<file path="src/rtl/core/process_ready_queue_macros.svh">
// Assertion macros shared by the ready queue RTL.
`ifndef PROCESS_READY_QUEUE_MACROS_SVH
`define PROCESS_READY_QUEUE_MACROS_SVH

// Same-cycle implication, sampled on clk, off during reset.
`define PRQ_ASSERT_IMPL(label, ante, cons, msg) \
  label: assert property (@(posedge clk) disable iff (!rst_n) (ante) |-> (cons)) \
    else $error(msg);

// Next-cycle implication, sampled on clk, off during reset.
`define PRQ_ASSERT_NEXT(label, ante, cons, msg) \
  label: assert property (@(posedge clk) disable iff (!rst_n) (ante) |=> (cons)) \
    else $error(msg);

`endif

</file>
<file path="src/rtl/core/prq_pkg.sv">
// Types, codes and defaults for the process ready queue.
package prq_pkg;

  localparam int QUEUE_DEPTH_DEFAULT = 16;

  typedef enum logic [2:0] {
    OP_APPEND = 3'd0,
    OP_POP    = 3'd1,
    OP_PEEK   = 3'd2,
    OP_LOOKUP = 3'd3,
    OP_FIND   = 3'd4,
    OP_REMOVE = 3'd5
  } op_t;

  typedef enum logic [1:0] {
    STAT_DONE = 2'd0,
    STAT_MISS = 2'd1,
    STAT_FULL = 2'd2
  } status_t;

  typedef enum logic [2:0] {
    RES_DONE,
    RES_MISS,
    RES_FULL,
    RES_ENTRY,
    RES_PID
  } res_kind_t;

  typedef enum logic [2:0] {
    S_IDLE,
    S_DISPATCH,
    S_READ,
    S_CMP,
    S_SHIFT_RD,
    S_SHIFT_WR,
    S_FINISH
  } ctrl_state_t;

  typedef struct packed {
    logic [14:0]        pid;
    logic [7:0]         prio;
    logic [3:0]         state;
    logic signed [15:0] waited_pid;
  } entry_t;

  typedef struct packed {
    logic [2:0]         operation;
    logic [14:0]        key_pid;
    logic [7:0]         entry_priority;
    logic [3:0]         entry_state;
    logic signed [15:0] entry_waited_pid;
  } prq_in_t;

  typedef struct packed {
    logic [1:0]         status;
    logic [14:0]        out_pid;
    logic [7:0]         out_priority;
    logic [3:0]         out_state;
    logic signed [15:0] out_waited_pid;
    logic [4:0]         occupancy;
  } prq_out_t;

  typedef struct packed {
    logic      load_req;
    logic      rd_issue;
    logic      rd_plus1;
    logic      wr_append;
    logic      wr_shift;
    logic      k_clear;
    logic      k_inc;
    logic      drop_head;
    logic      count_dec;
    logic      res_set;
    res_kind_t res_kind;
    logic      out_load;
  } prq_cmd_t;

  typedef struct packed {
    logic [2:0] op;
    logic       empty;
    logic       full;
    logic       match;
    logic       more;
    logic       shift_more;
    logic       k_zero;
    logic       out_busy;
  } prq_stat_t;

endpackage

</file>
<file path="src/rtl/core/prq_datapath.sv">
// Queue storage, pointers, scan index and result registers.
`include "process_ready_queue_macros.svh"

module prq_datapath #(
  parameter int QUEUE_DEPTH = prq_pkg::QUEUE_DEPTH_DEFAULT
) (
  input  logic               clk,
  input  logic               rst_n,
  input  prq_pkg::prq_in_t   in_data,
  input  logic               out_ready,
  output logic               out_valid,
  output prq_pkg::prq_out_t  out_data,
  input  prq_pkg::prq_cmd_t  cmd,
  output prq_pkg::prq_stat_t st
);

  localparam int AW = $clog2(QUEUE_DEPTH);
  localparam int CW = $clog2(QUEUE_DEPTH + 1);
  localparam logic [AW:0]   DEPTH_W = (AW + 1)'(QUEUE_DEPTH);
  localparam logic [CW-1:0] DEPTH_C = CW'(QUEUE_DEPTH);

  prq_pkg::entry_t   mem [QUEUE_DEPTH];
  prq_pkg::entry_t   rd_data_r;
  prq_pkg::prq_in_t  req_r;
  prq_pkg::prq_out_t res_r;
  prq_pkg::prq_out_t out_r;
  logic              out_valid_r;
  logic [AW-1:0]     head_r;
  logic [CW-1:0]     count_r;
  logic [AW-1:0]     k_r;

  logic [AW-1:0]     rd_idx;
  logic [AW-1:0]     rd_addr;
  logic [AW-1:0]     wr_addr;
  prq_pkg::entry_t   wr_data;
  logic              wr_en;
  logic [CW:0]       k_ext;
  prq_pkg::prq_out_t res_nxt;
  prq_pkg::prq_out_t out_nxt;

  // logical position -> physical slot, ring wraps at the depth
  function automatic logic [AW-1:0] to_phys(input logic [AW-1:0] head,
                                            input logic [AW-1:0] idx);
    logic [AW:0] sum;
    sum = {1'b0, head} + {1'b0, idx};
    if (sum >= DEPTH_W) begin
      sum = sum - DEPTH_W;
    end
    return sum[AW-1:0];
  endfunction

  assign rd_idx  = k_r + AW'(cmd.rd_plus1);
  assign rd_addr = to_phys(head_r, rd_idx);
  assign wr_addr = cmd.wr_append ? to_phys(head_r, count_r[AW-1:0]) : to_phys(head_r, k_r);
  assign wr_en   = cmd.wr_append | cmd.wr_shift;

  always_comb begin
    if (cmd.wr_append) begin
      wr_data.pid        = req_r.key_pid;
      wr_data.prio       = req_r.entry_priority;
      wr_data.state      = req_r.entry_state;
      wr_data.waited_pid = req_r.entry_waited_pid;
    end else begin
      wr_data = rd_data_r;
    end
  end

  always_ff @(posedge clk) begin
    if (wr_en) begin
      mem[wr_addr] <= wr_data;
    end
    if (cmd.rd_issue) begin
      rd_data_r <= mem[rd_addr];
    end
  end

  always_ff @(posedge clk) begin
    if (cmd.load_req) begin
      req_r <= in_data;
    end
  end

  always_ff @(posedge clk) begin
    if (!rst_n) begin
      head_r  <= '0;
      count_r <= '0;
      k_r     <= '0;
    end else begin
      if (cmd.wr_append) begin
        count_r <= count_r + CW'(1);
      end else if (cmd.drop_head || cmd.count_dec) begin
        count_r <= count_r - CW'(1);
      end
      if (cmd.drop_head) begin
        head_r <= (head_r == AW'(QUEUE_DEPTH - 1)) ? '0 : head_r + AW'(1);
      end
      if (cmd.k_clear) begin
        k_r <= '0;
      end else if (cmd.k_inc) begin
        k_r <= k_r + AW'(1);
      end
    end
  end

  // result staging; occupancy is filled in when the output register loads
  always_comb begin
    res_nxt = '0;
    unique case (cmd.res_kind)
      prq_pkg::RES_DONE: res_nxt.status = prq_pkg::STAT_DONE;
      prq_pkg::RES_MISS: res_nxt.status = prq_pkg::STAT_MISS;
      prq_pkg::RES_FULL: res_nxt.status = prq_pkg::STAT_FULL;
      prq_pkg::RES_ENTRY: begin
        res_nxt.status         = prq_pkg::STAT_DONE;
        res_nxt.out_pid        = rd_data_r.pid;
        res_nxt.out_priority   = rd_data_r.prio;
        res_nxt.out_state      = rd_data_r.state;
        res_nxt.out_waited_pid = rd_data_r.waited_pid;
      end
      prq_pkg::RES_PID: begin
        res_nxt.status  = prq_pkg::STAT_DONE;
        res_nxt.out_pid = rd_data_r.pid;
      end
      default: res_nxt.status = prq_pkg::STAT_DONE;
    endcase
  end

  always_ff @(posedge clk) begin
    if (cmd.res_set) begin
      res_r <= res_nxt;
    end
  end

  always_comb begin
    out_nxt           = res_r;
    out_nxt.occupancy = 5'(count_r);
  end

  always_ff @(posedge clk) begin
    if (cmd.out_load) begin
      out_r <= out_nxt;
    end
  end

  always_ff @(posedge clk) begin
    if (!rst_n) begin
      out_valid_r <= 1'b0;
    end else if (cmd.out_load) begin
      out_valid_r <= 1'b1;
    end else if (out_ready) begin
      out_valid_r <= 1'b0;
    end
  end

  assign out_valid = out_valid_r;
  assign out_data  = out_r;

  assign k_ext = (CW + 1)'(k_r);

  always_comb begin
    st            = '0;
    st.op         = req_r.operation;
    st.empty      = (count_r == '0);
    st.full       = (count_r == DEPTH_C);
    st.more       = ((k_ext + (CW + 1)'(1)) < {1'b0, count_r});
    st.shift_more = ((k_ext + (CW + 1)'(2)) < {1'b0, count_r});
    st.k_zero     = (k_r == '0);
    st.out_busy   = out_valid_r & ~out_ready;
    unique case (req_r.operation)
      prq_pkg::OP_POP,
      prq_pkg::OP_PEEK:   st.match = 1'b1;
      prq_pkg::OP_LOOKUP,
      prq_pkg::OP_REMOVE: st.match = (rd_data_r.pid == req_r.key_pid);
      prq_pkg::OP_FIND:   st.match = ($unsigned(rd_data_r.waited_pid) == {1'b0, req_r.key_pid});
      default:            st.match = 1'b0;
    endcase
  end

  `PRQ_ASSERT_IMPL(a_append_room, cmd.wr_append, count_r < DEPTH_C, "append into full queue")
  `PRQ_ASSERT_IMPL(a_drop_nonempty, cmd.drop_head || cmd.count_dec, count_r != '0, "drop from empty queue")
  `PRQ_ASSERT_IMPL(a_shift_source, cmd.wr_shift, st.more, "shift source past tail")

endmodule

</file>
<file path="src/rtl/core/prq_ctrl.sv">
// Sequencer for append, head access, keyed scan and compaction.
`include "process_ready_queue_macros.svh"

module prq_ctrl (
  input  logic               clk,
  input  logic               rst_n,
  input  logic               in_valid,
  output logic               in_ready,
  input  prq_pkg::prq_stat_t st,
  output prq_pkg::prq_cmd_t  cmd
);

  prq_pkg::ctrl_state_t state_r;
  prq_pkg::ctrl_state_t state_nxt;

  always_ff @(posedge clk) begin
    if (!rst_n) begin
      state_r <= prq_pkg::S_IDLE;
    end else begin
      state_r <= state_nxt;
    end
  end

  always_comb begin
    cmd       = '0;
    state_nxt = state_r;
    in_ready  = 1'b0;
    unique case (state_r)
      prq_pkg::S_IDLE: begin
        in_ready = 1'b1;
        if (in_valid) begin
          cmd.load_req = 1'b1;
          state_nxt    = prq_pkg::S_DISPATCH;
        end
      end
      prq_pkg::S_DISPATCH: begin
        unique case (st.op)
          prq_pkg::OP_APPEND: begin
            cmd.res_set = 1'b1;
            if (st.full) begin
              cmd.res_kind = prq_pkg::RES_FULL;
            end else begin
              cmd.res_kind  = prq_pkg::RES_DONE;
              cmd.wr_append = 1'b1;
            end
            state_nxt = prq_pkg::S_FINISH;
          end
          prq_pkg::OP_POP,
          prq_pkg::OP_PEEK,
          prq_pkg::OP_LOOKUP,
          prq_pkg::OP_FIND,
          prq_pkg::OP_REMOVE: begin
            if (st.empty) begin
              cmd.res_set  = 1'b1;
              cmd.res_kind = prq_pkg::RES_MISS;
              state_nxt    = prq_pkg::S_FINISH;
            end else begin
              cmd.k_clear = 1'b1;
              state_nxt   = prq_pkg::S_READ;
            end
          end
          default: begin
            // undefined code: no change, plain done
            cmd.res_set  = 1'b1;
            cmd.res_kind = prq_pkg::RES_DONE;
            state_nxt    = prq_pkg::S_FINISH;
          end
        endcase
      end
      prq_pkg::S_READ: begin
        cmd.rd_issue = 1'b1;
        state_nxt    = prq_pkg::S_CMP;
      end
      prq_pkg::S_CMP: begin
        if (st.match) begin
          cmd.res_set  = 1'b1;
          cmd.res_kind = (st.op == prq_pkg::OP_FIND) ? prq_pkg::RES_PID : prq_pkg::RES_ENTRY;
          state_nxt    = prq_pkg::S_FINISH;
          if (st.op == prq_pkg::OP_POP || st.op == prq_pkg::OP_REMOVE) begin
            priority if (st.k_zero) begin
              cmd.drop_head = 1'b1;
            end else if (st.more) begin
              state_nxt = prq_pkg::S_SHIFT_RD;
            end else begin
              cmd.count_dec = 1'b1;
            end
          end
        end else if (st.more) begin
          cmd.k_inc = 1'b1;
          state_nxt = prq_pkg::S_READ;
        end else begin
          cmd.res_set  = 1'b1;
          cmd.res_kind = prq_pkg::RES_MISS;
          state_nxt    = prq_pkg::S_FINISH;
        end
      end
      prq_pkg::S_SHIFT_RD: begin
        cmd.rd_issue = 1'b1;
        cmd.rd_plus1 = 1'b1;
        state_nxt    = prq_pkg::S_SHIFT_WR;
      end
      prq_pkg::S_SHIFT_WR: begin
        cmd.wr_shift = 1'b1;
        cmd.k_inc    = 1'b1;
        if (st.shift_more) begin
          state_nxt = prq_pkg::S_SHIFT_RD;
        end else begin
          cmd.count_dec = 1'b1;
          state_nxt     = prq_pkg::S_FINISH;
        end
      end
      prq_pkg::S_FINISH: begin
        if (!st.out_busy) begin
          cmd.out_load = 1'b1;
          state_nxt    = prq_pkg::S_IDLE;
        end
      end
      default: state_nxt = prq_pkg::S_IDLE;
    endcase
  end

  `PRQ_ASSERT_IMPL(a_no_overwrite, cmd.out_load, !st.out_busy, "result register overwritten")
  `PRQ_ASSERT_NEXT(a_shift_pairs, state_r == prq_pkg::S_SHIFT_RD, state_r == prq_pkg::S_SHIFT_WR, "shift read without write")
  `PRQ_ASSERT_NEXT(a_accept_dispatch, in_valid && in_ready, state_r == prq_pkg::S_DISPATCH, "accepted request not dispatched")

endmodule

</file>
<file path="src/rtl/core/process_ready_queue.sv">
// Top level of the process ready queue: sequencer plus storage datapath.
//
//  channel | direction | handshake           | payload
//  in_     | request   | in_valid/in_ready   | in_data  (prq_in_t)
//  out_    | result    | out_valid/out_ready | out_data (prq_out_t)
//
// Append and undefined codes go from dispatch to finish; pop/peek first read and compare the head.
// Keyed ops take one registered memory read plus one compare per entry visited.
// Remove adds a read and a write per entry moved toward the head (one read, one write port).
// in_ready is high only in idle, from the cycle after the previous result is loaded.
// Reset clears pointers, count and the FSM; storage is not cleared.
// A held result does not block the next request; its result waits until the old one leaves.
module process_ready_queue #(
  parameter int QUEUE_DEPTH = prq_pkg::QUEUE_DEPTH_DEFAULT
) (
  input  logic              clk,
  input  logic              rst_n,
  input  logic              in_valid,
  output logic              in_ready,
  input  prq_pkg::prq_in_t  in_data,
  output logic              out_valid,
  input  logic              out_ready,
  output prq_pkg::prq_out_t out_data
);

  prq_pkg::prq_cmd_t  cmd;
  prq_pkg::prq_stat_t st;

  prq_ctrl u_ctrl (
    .clk      (clk),
    .rst_n    (rst_n),
    .in_valid (in_valid),
    .in_ready (in_ready),
    .st       (st),
    .cmd      (cmd)
  );

  prq_datapath #(
    .QUEUE_DEPTH (QUEUE_DEPTH)
  ) u_datapath (
    .clk       (clk),
    .rst_n     (rst_n),
    .in_data   (in_data),
    .out_ready (out_ready),
    .out_valid (out_valid),
    .out_data  (out_data),
    .cmd       (cmd),
    .st        (st)
  );

endmodule

</file>
<file path="config.mk">
export PLATFORM = sky130hd
export DESIGN_NAME = process_ready_queue
export DESIGN_NICKNAME = d
export VERILOG_FILES = /design/src/rtl/core/prq_pkg.sv /design/src/rtl/core/prq_datapath.sv /design/src/rtl/core/prq_ctrl.sv /design/src/rtl/core/process_ready_queue.sv
export VERILOG_INCLUDE_DIRS = /design/src /design/src/rtl/core
export SDC_FILE = /design/constraint.sdc
export NUM_CORES = 1
export LEC_CHECK = 0
export BUFFER_PORTS_ARGS = -buffer_cell sky130_fd_sc_hd__buf_2
export CAP_MARGIN = 20
export CORE_ASPECT_RATIO = 0.5
export CORE_MARGIN = 4
export CORE_UTILIZATION = 52
export DETAILED_ROUTE_END_ITERATION = 10
export GPL_TIMING_DRIVEN = 1
export PLACE_DENSITY = 0.76
export SLEW_MARGIN = 10
export SYNTH_ARGS = -nofsm -noshare
export SYNTH_HDL_FRONTEND = slang
export SYNTH_SLANG_ARGS = --single-unit
</file>
<file path="constraint.sdc">
create_clock -name clk -period 6.3 [get_ports clk]
set_input_delay 0.945 -clock clk [delete_from_list [all_inputs] [get_ports clk]]
set_output_delay 0.945 -clock clk [all_outputs]
set_load 0.005 [all_outputs]
</file>
==> summary.txt <==
Logic synthesis
  – Sequential fraction of the synthesis area: 77.4%
  – Syn_area_per_cell: approximately 22 sq um
  – Number of flops mapped to enable cells by yosys: between 800 and 900
  – Ys Warns: 0
  – Synth Instances: around 1.5k
  – Yosys cell types: 56
  – Async SR Flop Fraction: 0%
  – Top cells by area, synth: edfxtp_1, mux4_2, mux2_2
  – #FFs+latches synth: 889
  – Mapped Area: 34300 sq um
  – Top-area cell type share of the netlist area: between 70% and 80%
  – Most common cell in the synthesized netlist: edfxtp_1
  – Syn_nets: 1611
  – Commonest cells post-synth: edfxtp_1, mux4_2, clkbuf_1, and2_1, mux2_2
  – Post-synth top area cell: edfxtp_1
  – Top_reg_cell synth: edfxtp_1

Clock network
  – CTS Buffer Depth: 3
  – Root Driver: clkbuf_16
  – Clock Latency Late Sink: 0.64 ns
  – Clock slew at reported path FFs: ~0.070 ns
  – CTS buffer count: 75
  – Cts hold-fix bufs: 0
  – CTS H-tree lvls: 3
  – Setup bufs post-CTS: 0
  – CTS resizes: 0
  – CTS tree: built
  – Clock Sinks: a little under 900

Power
  – Leakage power: ~12 nW
  – VDD IR max: 0.223 mV
  – P per Cell Area: between 300 and 400 nW/um^2

Floorplanning
  – Rows: between 60 and 70
  – Die X: around 370 um
  – Starting Density: a little over half
  – Chip height: between 150 and 200 um
  – Die area: 70300 sq um
  – Num ports: 102
  – CORE AREA: ~65000 sq um

Route
  – DR WL/cell: about 29 um
  – Detail Route Antenna Nets: 0
  – Vias per cell: 6.22
  – DR DRC count: 0
  – Routed wire length: roughly 76000 um
  – Vias: 16.4k
  – DR pass1 iterations: 5
  – Initial DRC count: 2208

Timing
  – Clock Skew: 0.0483 ns
  – Worst-Margin Slew: between 1 and 1.5 ns
  – Final Max Tran Viols: 0
  – Minimum clock period: just under 5 ns
  – Hold slack: approximately 0.42 ns
  – Final Hold Viols: 0
  – RSZ-0062 raised after global routing: no
  – TNS Setup: 0 ns
  – Slew headroom: a little under a third
  – Final setup viols: 0
  – Final period utilization: between 70% and 80%
  – Fmax: 0.208 GHz

Cells and area
  – Area added between synthesis and finish: 12.9%
  – Nets: about 1.8k
  – Ratio of cells with drive above 1 in the final layout: between 30% and 40%
  – # diodes: 0

Job
  – Max_cap viols: 0

Worst setup path
  – CP Class: register to register
  – Crit Reg-Reg Startpoint: u_datapath.st[8]
  – Crit. Startpoint: u_datapath.st[8]
  – Critical Path Fanout Max: 48
  – Reg-to-reg critical path endpoint: u_datapath.mem[7][24]
  – WP data required: 6.59 ns
  – Worst EP arrival: about 5.1 ns
  – Reg2reg path depth: 9
  – R2R Setup Slk: between 1 and 1.5 ns
  – Setup crit start kind: register
  – Setup crit end kind: register

Min path
  – Worst hold path type: register to register
  – Hold path cells: 0
  – Hold endpoint: u_datapath.out_data[20]
  – Min-delay src: u_datapath.out_nxt[20]

Status
  – Status: completed

Place
  – PortBufs: between 100 and 150
  – Placer congestion estimate: 0.818
  – DP HPWL: approximately 43000 um

Global routing
  – Total GRT Usage: roughly 22%
  – Largest net degree at the start of global routing: roughly 50
  – First-pass GRT wire length: roughly 110000 um
  – Initial antenna violation count: 2
  – Number of global-route vias before repair: between 15k and 20k
  – GR Overflow Total: 0
## worst max-delay path by stage
| stage | endpoint |
|---|---|
| detailed placement | u_datapath.mem[7][24] |
| floorplan | u_datapath.mem[5][0] |
| CTS | u_datapath.mem[7][23] |
| global route | u_datapath.mem[7][23] |
| finish | u_datapath.mem[7][24] |
| global placement | u_datapath.mem[7][22] |
## cell type report
| cell class | count | area, sq um |
|---|---|---|
| clock buffer | 94 | 1990 |
| inverter | 22 | 82.6 |
| fill | 4437 | 26400 |
| clock inverter | 44 | 409 |
| tap | 884 | 1110 |
| multi-input combinational | 557 | 7580 |
| timing repair buffer | 147 | 971 |
| sequential | 889 | 26500 |
## cells by family (layout without fill, tap and decap cells)
| family | after synthesis | in the layout | share of synthesized area (%) |
|---|---|---|---|
| adder cells (fa/ha/maj) | 26 | 26 | 1.02 |
| buffers and inverters | 89 | 307 | 0.983 |
| XOR/XNOR | 29 | 29 | 0.742 |
| AND/OR/NAND/NOR | 157 | 157 | 2.46 |
| flip-flops | 889 | 889 | 77.4 |
| multiplexers | 265 | 265 | 15.7 |
| AO/OA/AOI/OAI | 80 | 80 | 1.61 |
## power breakdown
part,internal (mW),switching (mW)
registers,7.24,0.234
clock network,2.48,2.08
logic,0.743,1.13
## per-layer routing
| metal | routed length, um | vias up | track usage [%] | part of all wire, % |
|---|---|---|---|---|
| met1 | 31600 | 8618 | 33.7 | 41 |
| met3 | 6980 | 123 | 3.98 | 9.2 |
| met4 | 1590 | 0 | 5.01 | 2.1 |
| li1 | - | 6706 | - | - |
| met2 | 36000 | 962 | 34.2 | 47 |
| met5 | 0 | - | 0 | 0 |
## registers in the layout, summed over array words and instances, names as in the netlist, 4 cells and up
| register | count |
|---|---|
| u_datapath.count_r | 5 |
| u_datapath.head_r | 4 |
| u_datapath.k_r | 4 |
| u_datapath.mem | 688 |
| u_datapath.out_data | 50 |
| u_datapath.out_nxt | 45 |
| u_datapath.rd_data_r | 43 |
| u_datapath.req_r | 43 |
## layout by cell type, fill, tap and decap left out, types with 5 or more instances in the layout
master	count
clkinv_2	12
bufinv_16	5
nor2_4	17
clkbuf_16	77
clkinv_1	18
and2_1	45
ha_1	22
buf_2	101
nand2_1	26
nor3_1	9
a21o_1	9
mux2_2	41
mux2i_1	9
o21ai_0	17
mux4_2	215
clkbuf_1	17
a21oi_1	19
inv_1	22
dfxtp_1	17
buf_4	37
nand2b_1	10
buf_12	8
nand3_1	5
edfxtp_1	872
nor2_1	15
xnor2_1	20
nand4_1	5
xor2_1	7
## through the flow
step,utilization (%),total power [mW],cell area (sq um),setup WS [ns],instances
3_5_place_dp,55.7,9.45,36200,1.55,2498
2_1_floorplan,-,8.75,34300,0.723,1535
3_3_place_gp,55.7,9.39,36200,1.67,2498
6_report,59.4,13.9,38700,1.49,2637
4_1_cts,59.4,14.0,38600,1.55,2636
5_1_grt,59.4,14.4,38700,1.19,2637
## worst max-delay path, stage by stage (launching register included)
cell,delay [ns]
edfxtp_1,0.52
nor3_1,0.56
nand2_1,0.20
a21oi_4,0.32
buf_4,0.75
mux2i_1,0.38
xor2_1,0.24
nand2_1,0.28
nor2_4,0.75
buf_4,0.44
(Power assumes the default switching activity.)
